[src/sv/slip_frame_encoder_defines.svh]
// Assertion macros for the slip_frame_encoder RTL, included by sfe_ser.
// No dependencies; compiled away when SYNTHESIS is defined.
`ifndef SLIP_FRAME_ENCODER_DEFINES_SVH
`define SLIP_FRAME_ENCODER_DEFINES_SVH

`ifndef SYNTHESIS
// same-cycle implication, checked on every clk edge out of reset
`define SFE_ASSERT_NOW(label, clk, rst_n, ante, cons, msg) \
	label: assert property (@(posedge clk) disable iff (!rst_n) (ante) |-> (cons)) \
		else $error(msg);
// next-cycle implication
`define SFE_ASSERT_NEXT(label, clk, rst_n, ante, cons, msg) \
	label: assert property (@(posedge clk) disable iff (!rst_n) (ante) |=> (cons)) \
		else $error(msg);
`else
`define SFE_ASSERT_NOW(label, clk, rst_n, ante, cons, msg)
`define SFE_ASSERT_NEXT(label, clk, rst_n, ante, cons, msg)
`endif

`endif

[src/sv/sfe_pkg.sv]
// Shared types and constants for the SLIP frame encoder.
// No dependencies; used by every module of the block.
`timescale 1ns / 1ps

package sfe_pkg;

	localparam int unsigned LenOverhead   = 4;
	localparam int unsigned ZeroFrameSize = 2;
	localparam int unsigned MaxResults    = 4;

	// configuration register indexes
	typedef enum logic [2:0] {
		CFG_CAPACITY      = 3'd0,
		CFG_BOUNDARY      = 3'd1,
		CFG_ESCAPE        = 3'd2,
		CFG_BOUNDARY_SUB  = 3'd3,
		CFG_ESCAPE_SUB    = 3'd4
	} cfg_index_t;

	typedef struct packed {
		logic [15:0] capacity;
		logic [7:0]  boundary_byte;
		logic [7:0]  escape_byte;
		logic [7:0]  boundary_substitute;
		logic [7:0]  escape_substitute;
	} cfg_t;

	// one output byte with its flags
	typedef struct packed {
		logic [7:0] out_byte;
		logic       frame_end;
		logic       frame_error;
	} entry_t;

	// all results caused by one input item
	typedef struct packed {
		entry_t [MaxResults-1:0] ent;
		logic [2:0]              cnt;
		logic [15:0]             frame_size;
	} bundle_t;

endpackage

[src/sv/sfe_cfg.sv]
// Configuration register file of the SLIP frame encoder.
// Depends on sfe_pkg for the register indexes and cfg_t.
`timescale 1ns / 1ps

module sfe_cfg (
	input  logic                clk,
	input  logic                arst_n,
	input  logic                cfg_valid,
	output logic                cfg_ready,
	input  logic [2:0]          cfg_index,
	input  logic [15:0]         cfg_data,
	output sfe_pkg::cfg_t       cfg
);

	sfe_pkg::cfg_t cfg_q;

	assign cfg_ready = 1'b1;
	assign cfg       = cfg_q;

	// register writes; unknown indexes are dropped
	always_ff @(posedge clk or negedge arst_n) begin
		if (!arst_n) begin
			cfg_q.capacity            <= 16'd256;
			cfg_q.boundary_byte       <= 8'd192;
			cfg_q.escape_byte         <= 8'd219;
			cfg_q.boundary_substitute <= 8'd220;
			cfg_q.escape_substitute   <= 8'd221;
		end else if (cfg_valid) begin
			unique case (sfe_pkg::cfg_index_t'(cfg_index))
				sfe_pkg::CFG_CAPACITY:     cfg_q.capacity            <= cfg_data;
				sfe_pkg::CFG_BOUNDARY:     cfg_q.boundary_byte       <= cfg_data[7:0];
				sfe_pkg::CFG_ESCAPE:       cfg_q.escape_byte         <= cfg_data[7:0];
				sfe_pkg::CFG_BOUNDARY_SUB: cfg_q.boundary_substitute <= cfg_data[7:0];
				sfe_pkg::CFG_ESCAPE_SUB:   cfg_q.escape_substitute   <= cfg_data[7:0];
				default: ;
			endcase
		end
	end

endmodule

[src/sv/sfe_core.sv]
// Input register, frame state and byte-stuffing logic of the SLIP encoder.
// Builds the full result bundle for one item per cycle unless the output register holds it back; depends on sfe_pkg.
`timescale 1ns / 1ps

module sfe_core (
	input  logic             clk,
	input  logic             arst_n,
	input  sfe_pkg::cfg_t    cfg,
	input  logic             in_valid,
	output logic             in_ready,
	input  logic [7:0]       data_byte,
	input  logic [15:0]      packet_length,
	input  logic             first_item,
	input  logic             last_item,
	input  logic             load_ready,
	output logic             load,
	output sfe_pkg::bundle_t bundle
);

	logic        valid_s1;
	logic [7:0]  data_s1;
	logic [15:0] len_s1;
	logic        first_s1;
	logic        last_s1;

	logic [15:0] write_position_q;
	logic        in_frame_q;
	logic        frame_aborted_q;

	logic [15:0] nxt_wp;
	logic        nxt_in_frame;
	logic        nxt_aborted;
	logic        consume;

	// stage 1 moves on when its results are handed over or when it has none
	assign consume  = valid_s1 && ((bundle.cnt == 3'd0) || load_ready);
	assign load     = valid_s1 && (bundle.cnt != 3'd0) && load_ready;
	assign in_ready = !valid_s1 || consume;

	// input register
	always_ff @(posedge clk or negedge arst_n) begin
		if (!arst_n) begin
			valid_s1 <= 1'b0;
		end else if (in_ready) begin
			valid_s1 <= in_valid;
		end
	end

	always_ff @(posedge clk) begin
		if (in_ready && in_valid) begin
			data_s1  <= data_byte;
			len_s1   <= packet_length;
			first_s1 <= first_item;
			last_s1  <= last_item;
		end
	end

	// frame state, updated as each item is consumed
	always_ff @(posedge clk or negedge arst_n) begin
		if (!arst_n) begin
			write_position_q <= '0;
			in_frame_q       <= 1'b0;
			frame_aborted_q  <= 1'b0;
		end else if (consume) begin
			write_position_q <= nxt_wp;
			in_frame_q       <= nxt_in_frame;
			frame_aborted_q  <= nxt_aborted;
		end
	end

	// stuffing and fit checks for the item in stage 1
	always_comb begin
		logic [16:0] len_chk;
		logic [16:0] cap_ext;
		logic [16:0] fit_chk;
		logic [15:0] wp_use;
		logic [1:0]  need;
		logic [2:0]  n;
		logic        go;
		logic        is_bnd;
		logic        is_esc;

		bundle       = '0;
		n            = 3'd0;
		go           = 1'b0;
		wp_use       = write_position_q;
		nxt_wp       = write_position_q;
		nxt_in_frame = in_frame_q;
		nxt_aborted  = frame_aborted_q;
		cap_ext      = {1'b0, cfg.capacity};
		len_chk      = {1'b0, len_s1} + 17'(sfe_pkg::LenOverhead);
		is_bnd       = (data_s1 == cfg.boundary_byte);
		is_esc       = (data_s1 == cfg.escape_byte);
		need         = (is_bnd || is_esc) ? 2'd2 : 2'd1;

		if (first_s1) begin
			nxt_in_frame = 1'b0;
			nxt_aborted  = 1'b0;
			nxt_wp       = '0;
			if (len_chk > cap_ext) begin
				// packet can never fit: single error result
				bundle.ent[n[1:0]].frame_error = 1'b1;
				n            = n + 3'd1;
				nxt_in_frame = !last_s1;
				nxt_aborted  = !last_s1;
			end else begin
				bundle.ent[n[1:0]].out_byte = cfg.boundary_byte;
				n = n + 3'd1;
				if (len_s1 == 16'd0) begin
					// empty packet: open and close at once
					bundle.ent[n[1:0]].out_byte  = cfg.boundary_byte;
					bundle.ent[n[1:0]].frame_end = 1'b1;
					bundle.frame_size            = 16'(sfe_pkg::ZeroFrameSize);
					n = n + 3'd1;
				end else begin
					nxt_in_frame = 1'b1;
					go           = 1'b1;
					wp_use       = 16'd1;
				end
			end
		end else if (in_frame_q) begin
			if (frame_aborted_q) begin
				if (last_s1) begin
					nxt_in_frame = 1'b0;
					nxt_aborted  = 1'b0;
					nxt_wp       = '0;
				end
			end else begin
				go = 1'b1;
			end
		end

		fit_chk = {1'b0, wp_use} + {15'd0, need} + 17'd1;
		if (go) begin
			if (fit_chk > cap_ext) begin
				// stuffed byte plus closing boundary would overrun
				bundle.ent[n[1:0]].frame_error = 1'b1;
				n            = n + 3'd1;
				nxt_wp       = '0;
				nxt_in_frame = !last_s1;
				nxt_aborted  = !last_s1;
			end else begin
				if (is_bnd || is_esc) begin
					bundle.ent[n[1:0]].out_byte = cfg.escape_byte;
					n = n + 3'd1;
					bundle.ent[n[1:0]].out_byte = is_bnd ? cfg.boundary_substitute
						: cfg.escape_substitute;
					n = n + 3'd1;
				end else begin
					bundle.ent[n[1:0]].out_byte = data_s1;
					n = n + 3'd1;
				end
				nxt_wp = wp_use + {14'd0, need};
				if (last_s1) begin
					bundle.ent[n[1:0]].out_byte  = cfg.boundary_byte;
					bundle.ent[n[1:0]].frame_end = 1'b1;
					bundle.frame_size            = fit_chk[15:0];
					n            = n + 3'd1;
					nxt_wp       = '0;
					nxt_in_frame = 1'b0;
					nxt_aborted  = 1'b0;
				end
			end
		end
		bundle.cnt = n;
	end

endmodule

[src/sv/sfe_ser.sv]
// Output register of the SLIP encoder: holds one result bundle and sends
// its bytes one per transaction. Depends on sfe_pkg and the assertion macros.
`timescale 1ns / 1ps
`include "slip_frame_encoder_defines.svh"

module sfe_ser (
	input  logic             clk,
	input  logic             arst_n,
	input  logic             load,
	input  sfe_pkg::bundle_t bundle,
	output logic             load_ready,
	output logic             m_tvalid,
	input  logic             m_tready,
	output logic [23:0]      m_tdata,
	output logic             m_tlast,
	output logic [1:0]       m_tuser
);

	sfe_pkg::entry_t [sfe_pkg::MaxResults-1:0] ent_q;
	logic [2:0]  cnt_q;
	logic [15:0] size_q;
	logic [1:0]  idx_q;
	logic        busy_q;

	sfe_pkg::entry_t cur;
	logic            at_last;
	logic            take;

	assign cur        = ent_q[idx_q];
	assign at_last    = ({1'b0, idx_q} + 3'd1) == cnt_q;
	assign take       = busy_q && m_tready;
	assign load_ready = !busy_q || (m_tready && at_last);

	assign m_tvalid = busy_q;
	assign m_tlast  = at_last;
	assign m_tdata  = {cur.frame_end ? size_q : 16'd0, cur.out_byte};
	assign m_tuser  = {cur.frame_error, cur.frame_end};

	// control: busy flag and read index
	always_ff @(posedge clk or negedge arst_n) begin
		if (!arst_n) begin
			busy_q <= 1'b0;
			idx_q  <= '0;
		end else if (load) begin
			busy_q <= 1'b1;
			idx_q  <= '0;
		end else if (take) begin
			if (at_last) begin
				busy_q <= 1'b0;
			end else begin
				idx_q <= idx_q + 2'd1;
			end
		end
	end

	// bundle payload
	always_ff @(posedge clk) begin
		if (load) begin
			ent_q  <= bundle.ent;
			cnt_q  <= bundle.cnt;
			size_q <= bundle.frame_size;
		end
	end

	`SFE_ASSERT_NOW(a_reload_only_at_end, clk, arst_n, load && busy_q, take && at_last,
		"bundle reloaded before the last byte was taken")
	`SFE_ASSERT_NOW(a_idx_in_range, clk, arst_n, busy_q, 3'(idx_q) < cnt_q,
		"read index beyond bundle count")
	`SFE_ASSERT_NOW(a_error_is_last, clk, arst_n, m_tvalid && m_tuser[1], m_tlast,
		"error result is not the last of its item")
	`SFE_ASSERT_NOW(a_end_is_last, clk, arst_n, m_tvalid && m_tuser[0], m_tlast,
		"closing boundary is not the last of its item")
	`SFE_ASSERT_NEXT(a_load_makes_busy, clk, arst_n, load, busy_q && idx_q == 2'd0,
		"loaded bundle not presented from its first byte")

endmodule

[src/sv/slip_frame_encoder.sv]
// SLIP frame encoder with byte stuffing. Each accepted payload byte yields up
// to four output bytes (opening boundary, escape pair or copy, closing
// boundary with frame size), a single error transaction when the frame does
// not fit in capacity, or none outside an open frame or in an aborted one.
// Items pass an input register; results are built combinationally and handed
// to an output register that sends them one byte per cycle while m_tready is
// high; a new item is accepted while the previous one is still being sent.
// The one-byte output port limits the flow: it sends an item's results one
// after another, and items that produce no result do not occupy it.
// Depends on sfe_pkg, sfe_cfg, sfe_core and sfe_ser.
`timescale 1ns / 1ps

module slip_frame_encoder (
	input  logic        clk,
	input  logic        arst_n,
	// input stream
	input  logic        s_tvalid,
	output logic        s_tready,
	input  logic [23:0] s_tdata,   // [7:0] data_byte, [23:8] packet_length
	input  logic        s_tlast,   // last_item
	input  logic        s_tuser,   // first_item
	// output stream
	output logic        m_tvalid,
	input  logic        m_tready,
	output logic [23:0] m_tdata,   // [7:0] out_byte, [23:8] frame_size
	output logic        m_tlast,   // run_last
	output logic [1:0]  m_tuser,   // [0] frame_end, [1] frame_error
	// configuration writes
	input  logic        cfg_valid,
	output logic        cfg_ready,
	input  logic [2:0]  cfg_index,
	input  logic [15:0] cfg_data
);

	sfe_pkg::cfg_t    cfg;
	sfe_pkg::bundle_t bundle;
	logic             load;
	logic             load_ready;

	sfe_cfg u_cfg (
		.clk       (clk),
		.arst_n    (arst_n),
		.cfg_valid (cfg_valid),
		.cfg_ready (cfg_ready),
		.cfg_index (cfg_index),
		.cfg_data  (cfg_data),
		.cfg       (cfg)
	);

	sfe_core u_core (
		.clk           (clk),
		.arst_n        (arst_n),
		.cfg           (cfg),
		.in_valid      (s_tvalid),
		.in_ready      (s_tready),
		.data_byte     (s_tdata[7:0]),
		.packet_length (s_tdata[23:8]),
		.first_item    (s_tuser),
		.last_item     (s_tlast),
		.load_ready    (load_ready),
		.load          (load),
		.bundle        (bundle)
	);

	sfe_ser u_ser (
		.clk        (clk),
		.arst_n     (arst_n),
		.load       (load),
		.bundle     (bundle),
		.load_ready (load_ready),
		.m_tvalid   (m_tvalid),
		.m_tready   (m_tready),
		.m_tdata    (m_tdata),
		.m_tlast    (m_tlast),
		.m_tuser    (m_tuser)
	);

endmodule
[config.mk]
export PLATFORM = sky130hd
export DESIGN_NAME = slip_frame_encoder
export DESIGN_NICKNAME = d
export VERILOG_FILES = /design/src/sv/sfe_pkg.sv /design/src/sv/sfe_cfg.sv /design/src/sv/sfe_core.sv /design/src/sv/sfe_ser.sv /design/src/sv/slip_frame_encoder.sv
export VERILOG_INCLUDE_DIRS = /design/src /design/src/sv
export SDC_FILE = /design/constraint.sdc
export NUM_CORES = 1
export LEC_CHECK = 0
export BUFFER_PORTS_ARGS = -buffer_cell sky130_fd_sc_hd__buf_2
export CAP_MARGIN = 25
export CORE_UTILIZATION = 45
export DETAILED_ROUTE_END_ITERATION = 8
export HOLD_SLACK_MARGIN = 0.05
export PLACE_DENSITY_LB_ADDON = 0.2
export SETUP_SLACK_MARGIN = 0.1
export SYNTH_ARGS = -nofsm -noshare
export SYNTH_HDL_FRONTEND = slang
export SYNTH_SLANG_ARGS = --single-unit
[constraint.sdc]
create_clock -name clk -period 10.5 [get_ports clk]
set_input_delay 3.15 -clock clk [delete_from_list [all_inputs] [get_ports clk]]
set_output_delay 3.15 -clock clk [all_outputs]
set_load 0.02 [all_outputs]
==> results.sh, run 1 <==
export IMPL_status="completed"
export IMPL_diodes=0
export IMPL_synth_most_common_cell="edfxtp_1"
export IMPL_crit_buf_inv=2
export IMPL_synth_top_area_share_pct=26.98
export IMPL_clk_latency_ps=430
export IMPL_hold_violations=0
export IMPL_die_y_um=147.0
export IMPL_async_flop_share_pct=45.16
export IMPL_place_inst=1214
export IMPL_wl_per_cell_um=17.38
export IMPL_maxCapViolations=0
export IMPL_syn_to_final_growth_pct=15.41
export IMPL_tritoncts="yes"
export IMPL_routabilityCongestion=0.8492
export IMPL_dr_pass1_iters=8
export IMPL_setup_viol=0
export IMPL_finalWorstSetupSlack_ps=445.9
export IMPL_finClkSkew_ps=11.56
export IMPL_use_met2_pct=32.80
export IMPL_cts_max_path_buffers=2
export IMPL_fin_crit_sh_pct=95.75
export IMPL_yosysSeqAreaShare_pct=45.76
export IMPL_multiInputGateArea_um2=4875
export IMPL_drt_total_wl_um=22000
export IMPL_finalNonFillerCells=1266
export IMPL_drive_gt1_share_pct=25.30
export IMPL_power_leakage_nw=4.424
export IMPL_critPathSlowestCell="edfxtp_1"
export IMPL_cp_endpoint="s_tready"
export IMPL_vias=7002
export IMPL_antenna_found_initial=0
export IMPL_synth_edf_count=85
export IMPL_grt_pass1_vias=6818
export IMPL_yosys_warnings=0
export IMPL_grt_max_degree=71
export IMPL_crit_fanout=5
export IMPL_grt_util_met3_pct=2.857
export IMPL_rsz0062_at_grt="false"
export IMPL_grt_first_pass_wirelength_um=36770
export IMPL_io_buffers=78
export IMPL_critPathCaptureType="primary output"
export IMPL_critPathMaxStageDelay_ps=400
export IMPL_overflow=0
export IMPL_drt_iter0_markers=495
export IMPL_synth_ff_type="edfxtp_1"
export IMPL_path_delay_family="simple AND/OR/NAND/NOR gates"
export IMPL_rows=52
export IMPL_start_util_pct=46.31
export IMPL_top_usage_layer="met2"
export IMPL_syn_area_um2=9460
export IMPL_fin_nets=1082
export IMPL_hpwl_um=16360
export IMPL_cp_common_cell="nand3_1"
export IMPL_ir_drop_mv=0.1547
export IMPL_syn_avg_cell_area_um2=10.49
export IMPL_min_period_ps=10050
export IMPL_seqCellArea_um2=4329
export IMPL_ys_ff_latch=155
export IMPL_cts_hold_buf=0
export IMPL_path_clk_slew_ps=60
export IMPL_viasPerCell=5.531
export IMPL_root_buffer="clkbuf_16"
export IMPL_r2r_start="u_core.len_s1[4]"
export IMPL_setup_tns_ps=0
export IMPL_crit_start="u_core.len_s1[4]"
export IMPL_layout_filler_cells=1869
export IMPL_die_w_um=147.0
export IMPL_hold_ws_ps=508.6
export IMPL_die_area_um2=21610
export IMPL_drc=0
export IMPL_yosysUniqueCellTypes=69
export IMPL_finalInstanceArea_um2=10920
export IMPL_slew_headroom_pct=24.69
export IMPL_cp_arrival_ps=6900
export IMPL_core_area_um2=20430
export IMPL_pre_cts_ws_ps=198.7
export IMPL_ff2ff_path_depth=31
export IMPL_clock_sinks=155
export IMPL_worst_slew_pin_slew_ps=1127
export IMPL_grt_total_usage_pct=21.62
export IMPL_yosysTopAreaCell="edfxtp_1"
export IMPL_cp_depth=29
export IMPL_htree_levels=4
export IMPL_hold_class="flip-flop to flip-flop"
export IMPL_final_core_util_pct=53.44
export IMPL_critPathLaunchType="flip-flop"
export IMPL_netlist_top_cells_count="edfxtp_1 (85), nand2_1 (84), o21ai_0 (61), nor2_1 (60), dfrtp_1 (50)"
export IMPL_p_per_area_nw_per_um2=246.6
export IMPL_crit_required_ps=7350
export IMPL_grt_use_met1_pct=32.47
export IMPL_dpl_cell_area_um2=10080
export IMPL_syn_num_nets=1001
export IMPL_crit_type="flip-flop to primary output"
export IMPL_maxSlewViolCount=0
export IMPL_ios=80
export IMPL_synth_area_leaders="edfxtp_1 (27%), dfrtp_1 (13%), ha_1 (6.2%)"
export IMPL_power_mw=2.692
export IMPL_ant_nets=0
export IMPL_numCtsBuffers=17
export IMPL_r2r_slack_ps=2770
export IMPL_reg2reg_to="u_ser.ent_q[38]"
export IMPL_fmax_mhz=99.46
export IMPL_syn_inst=902
## final cells by class
cell class | count | area share (%)
inverter | 39 | 1.341
clock buffer | 22 | 4.550
clock inverter | 10 | 0.7105
timing repair buffer | 112 | 6.005
sequential | 155 | 39.65
tap | 270 | 3.094
multi-input combinational | 658 | 44.65
## worst reg2reg max path: cells and delay by family (launching register included)
family	cells	cell delay [ps]
simple gates	14	3040
fa+ha+maj	4	1190
compound gates	5	1160
buf+inv	5	990
flops	1	400
mux	1	330
xor+xnor	2	250
## power breakdown
group / leakage [nW] / total (mW) / internal (mW) / switching [mW]
Combinational: 2.50 / 1.14 / 0.465 / 0.680
Clock: 0.288 / 0.591 / 0.341 / 0.250
Sequential: 1.64 / 0.957 / 0.836 / 0.120
Total: 4.42 / 2.69 / 1.64 / 1.05
## per-layer routing
layer,up-vias,part of all wire (%)
met5,-,0
met4,0,0.98
met3,16,4.0
met2,189,44
met1,3344,51
li1,3453,-
## cell usage in the layout (no fill, tap or decap), drive strengths merged, types with 10 or more instances in the layout
master / n
dfstp: 20
nor3: 19
dfrtp: 50
nor2: 61
inv: 42
mux2: 35
edfxtp: 85
o31ai: 24
ha: 47
xnor2: 18
nor2b: 11
o21ai: 69
nor4: 10
mux2i: 25
a22o: 12
and2: 36
buf: 112
clkbuf: 22
a21oi: 45
o221ai: 16
nand4: 14
nand2: 87
nand3: 15
mux4: 10
xor2: 30
## kinds of logic (layout without fill, tap and decap cells)
| group | Yosys count | count (layout) | synth area share (%) |
|---|---|---|---|
| AND/OR/NAND/NOR | 285 | 285 | 15.01 |
| AO/OA/AOI/OAI | 205 | 205 | 14.93 |
| flip-flops | 155 | 155 | 45.76 |
| buffers and inverters | 89 | 183 | 3.941 |
| multiplexers | 70 | 70 | 9.232 |
| adder cells (fa/ha/maj) | 49 | 49 | 6.639 |
| XOR/XNOR | 48 | 48 | 4.444 |
| other | 1 | 1 | 0.03964 |
## timing repair
action,in CTS,in global routing
setup buffers,10,10
resized for setup,15,10
setup endpoints to repair,1,1
pin swaps,11,15
## registers in the layout (all words and copies together) (netlist names)
name                     count
u_cfg.cfg                   48
u_ser.ent_q                 40
u_core.len_s1               16
u_core.write_position_q     16
u_ser.size_q                16
u_core.data_s1               8
u_ser.cnt_q                  3
u_ser.idx_q                  2
u_core.first_s1              1
u_core.frame_aborted_q       1
u_core.in_frame_q            1
u_core.last_s1               1
u_core.valid_s1              1
u_ser.m_tvalid               1
## worst min-delay path by stage
| stage | depth (start not counted) | start | to |
|---|---|---|---|
| CTS | 1 | u_cfg.cfg[13] | u_cfg.cfg[13] |
| floorplan | 2 | u_core.write_position_q[0] | u_core.write_position_q[0] |
| global route | 1 | u_cfg.cfg[8] | u_cfg.cfg[8] |
| detailed placement | 2 | u_core.write_position_q[1] | u_core.write_position_q[1] |
| finish | 1 | u_cfg.cfg[13] | u_cfg.cfg[13] |
| global placement | 2 | u_core.write_position_q[0] | u_core.write_position_q[0] |
Note: power is estimated with default switching activity, not from simulation.
==> run 2, diff against run 1 <==
CORE_UTILIZATION = 61   (was 45)
==> run 2 against run 1 <==
  * Combinational power barely moved
  * Final cell count down 6.4%
  * Non-clock buffer count increased by 1
  * Flip-flop and latch count did not move
  * Global-route usage grew 7.0 points
  * Fmax fell by 2.0%
  * Via count rose by 3.4%
  * Sequential power about the same
  * Hold slack lost 3.3 ps
  * Critical path type unchanged
==> results.sh, run 2 (same netlist as run 1, synthesis figures left out) <==
export IMPL_rows=45
export IMPL_antenna_found_initial=0
export IMPL_setup_viol=0
export IMPL_clk_latency_ps=430
export IMPL_r2r_slack_ps=2880
export IMPL_vias=7241
export IMPL_ir_drop_mv=0.1468
export IMPL_path_clk_slew_ps=60
export IMPL_viasPerCell=6.111
export IMPL_setup_tns_ps=0
export IMPL_grt_max_degree=71
export IMPL_critPathMaxStageDelay_ps=400
export IMPL_hold_violations=0
export IMPL_cp_arrival_ps=7110
export IMPL_drive_gt1_share_pct=25.98
export IMPL_layout_filler_cells=1106
export IMPL_worst_slew_pin_slew_ps=1030
export IMPL_drt_iter0_markers=665
export IMPL_place_inst=1131
export IMPL_min_period_ps=10260
export IMPL_crit_fanout=5
export IMPL_power_mw=2.762
export IMPL_p_per_area_nw_per_um2=252.8
export IMPL_r2r_start="u_core.len_s1[6]"
export IMPL_largest_register_ffs=48
export IMPL_final_common_cell="edfxtp_1"
export IMPL_reg2reg_to="u_ser.ent_q[8]"
export IMPL_rsz0062_at_grt="false"
export IMPL_fin_nets=1083
export IMPL_critPathSlowestCell="or3_4"
export IMPL_critPathCaptureType="primary output"
export IMPL_ff2ff_path_depth=31
export IMPL_clock_sinks=155
export IMPL_start_util_pct=62.46
export IMPL_numCtsBuffers=17
export IMPL_fin_crit_sh_pct=97.68
export IMPL_crit_type="flip-flop to primary output"
export IMPL_crit_start="u_core.len_s1[6]"
export IMPL_routabilityCongestion=0.9023
export IMPL_cts_max_path_buffers=2
export IMPL_grt_total_usage_pct=28.66
export IMPL_finalNonFillerCells=1185
export IMPL_maxCapViolations=0
export IMPL_wl_per_cell_um=18.64
export IMPL_maxSlewViolCount=0
export IMPL_slew_headroom_pct=31.17
export IMPL_cts_hold_buf=0
export IMPL_fmax_mhz=97.50
export IMPL_drt_total_wl_um=22090
export IMPL_cp_endpoint="s_tready"
export IMPL_syn_to_final_growth_pct=15.50
export IMPL_io_buffers=78
export IMPL_critPathLaunchType="flip-flop"
export IMPL_status="completed"
export IMPL_finalInstanceArea_um2=10930
export IMPL_hold_class="flip-flop to flip-flop"
export IMPL_layout_common_cells="edfxtp_1 (85), nand2_1 (82), buf_2 (77)"
export IMPL_core_area_um2=15150
export IMPL_root_buffer="clkbuf_16"
export IMPL_die_area_um2=16010
export IMPL_ant_nets=0
export IMPL_grt_pass1_vias=6773
export IMPL_overflow=0
export IMPL_power_leakage_nw=4.456
export IMPL_die_y_um=126.5
export IMPL_crit_required_ps=7350
export IMPL_die_w_um=126.5
export IMPL_finClkSkew_ps=8.300
export IMPL_diodes=0
export IMPL_tritoncts="yes"
export IMPL_ios=80
export IMPL_drc=0
export IMPL_dr_pass1_iters=5
export IMPL_grt_first_pass_wirelength_um=35420
export IMPL_dpl_cell_area_um2=9970
export IMPL_htree_levels=4
export IMPL_hpwl_um=15350
==> run 2: worst max-delay path, delay by kind of cell (launching register included) <==
| kind | cells | cell delay (ps) |
|---|---|---|
| simple gates | 14 | 2880 |
| compound gates | 5 | 1290 |
| fa+ha+maj | 4 | 1080 |
| flops | 1 | 390 |
| buf+inv | 3 | 350 |
| mux | 1 | 340 |
| xor+xnor | 2 | 310 |
==> run 2: how the worst min path moves through the flow <==
stage,from,endpoint,slack (ps),depth (start not counted)
global route,u_cfg.cfg[1],u_cfg.cfg[1],520,1
finish,u_core.write_position_q[0],u_core.write_position_q[0],510,2
detailed placement,u_core.write_position_q[1],u_core.write_position_q[1],490,2
CTS,u_cfg.cfg[1],u_cfg.cfg[1],510,1
floorplan,u_core.write_position_q[0],u_core.write_position_q[0],470,2
global placement,u_cfg.cfg[8],u_cfg.cfg[8],490,1
==> run 2: per-layer routing <==
metal	GRT usage, %	vias to the layer above	part of all wire [%]
met2	43.74	297	46
li1	-	3460	-
met5	0	-	0
met3	4.471	29	6.4
met1	42.25	3455	46
met4	9.072	0	1.5
==> run 2: final cells by class <==
| class | count | area (um2) | area share, % |
|---|---|---|---|
| inverter | 39 | 146.4 | 1.340 |
| clock buffer | 19 | 464.2 | 4.248 |
| multi-input combinational | 658 | 4888 | 44.74 |
| tap | 188 | 235.2 | 2.153 |
| sequential | 155 | 4329 | 39.62 |
| timing repair buffer | 113 | 691.9 | 6.332 |
| clock inverter | 13 | 171.4 | 1.569 |
==> run 2: metrics by stage <==
stage          hold slack, ps  worst slack (ps)  utilization, %
6_report                505.3             243.2           72.14
5_1_grt                 521.6             12.58           72.14
4_1_cts                 513.9             100.6           70.83
3_5_place_dp            492.7             85.50           65.82
3_3_place_gp            487.0             325.8           65.77
2_1_floorplan           467.7             651.5               -
==> run 2: timing repair <==
action,4_1_cts,5_1_grt
setup endpoints to repair,1,1
setup buffers,9,11
hold endpoints to repair,0,0
gates cloned,0,0
pin swaps,6,15
resized for setup,11,17
==> run 2: where the power goes <==
part | switching, mW | internal [mW] | total, mW
Sequential | 0.124 | 0.836 | 0.959
Clock | 0.271 | 0.382 | 0.653
Combinational | 0.688 | 0.461 | 1.15
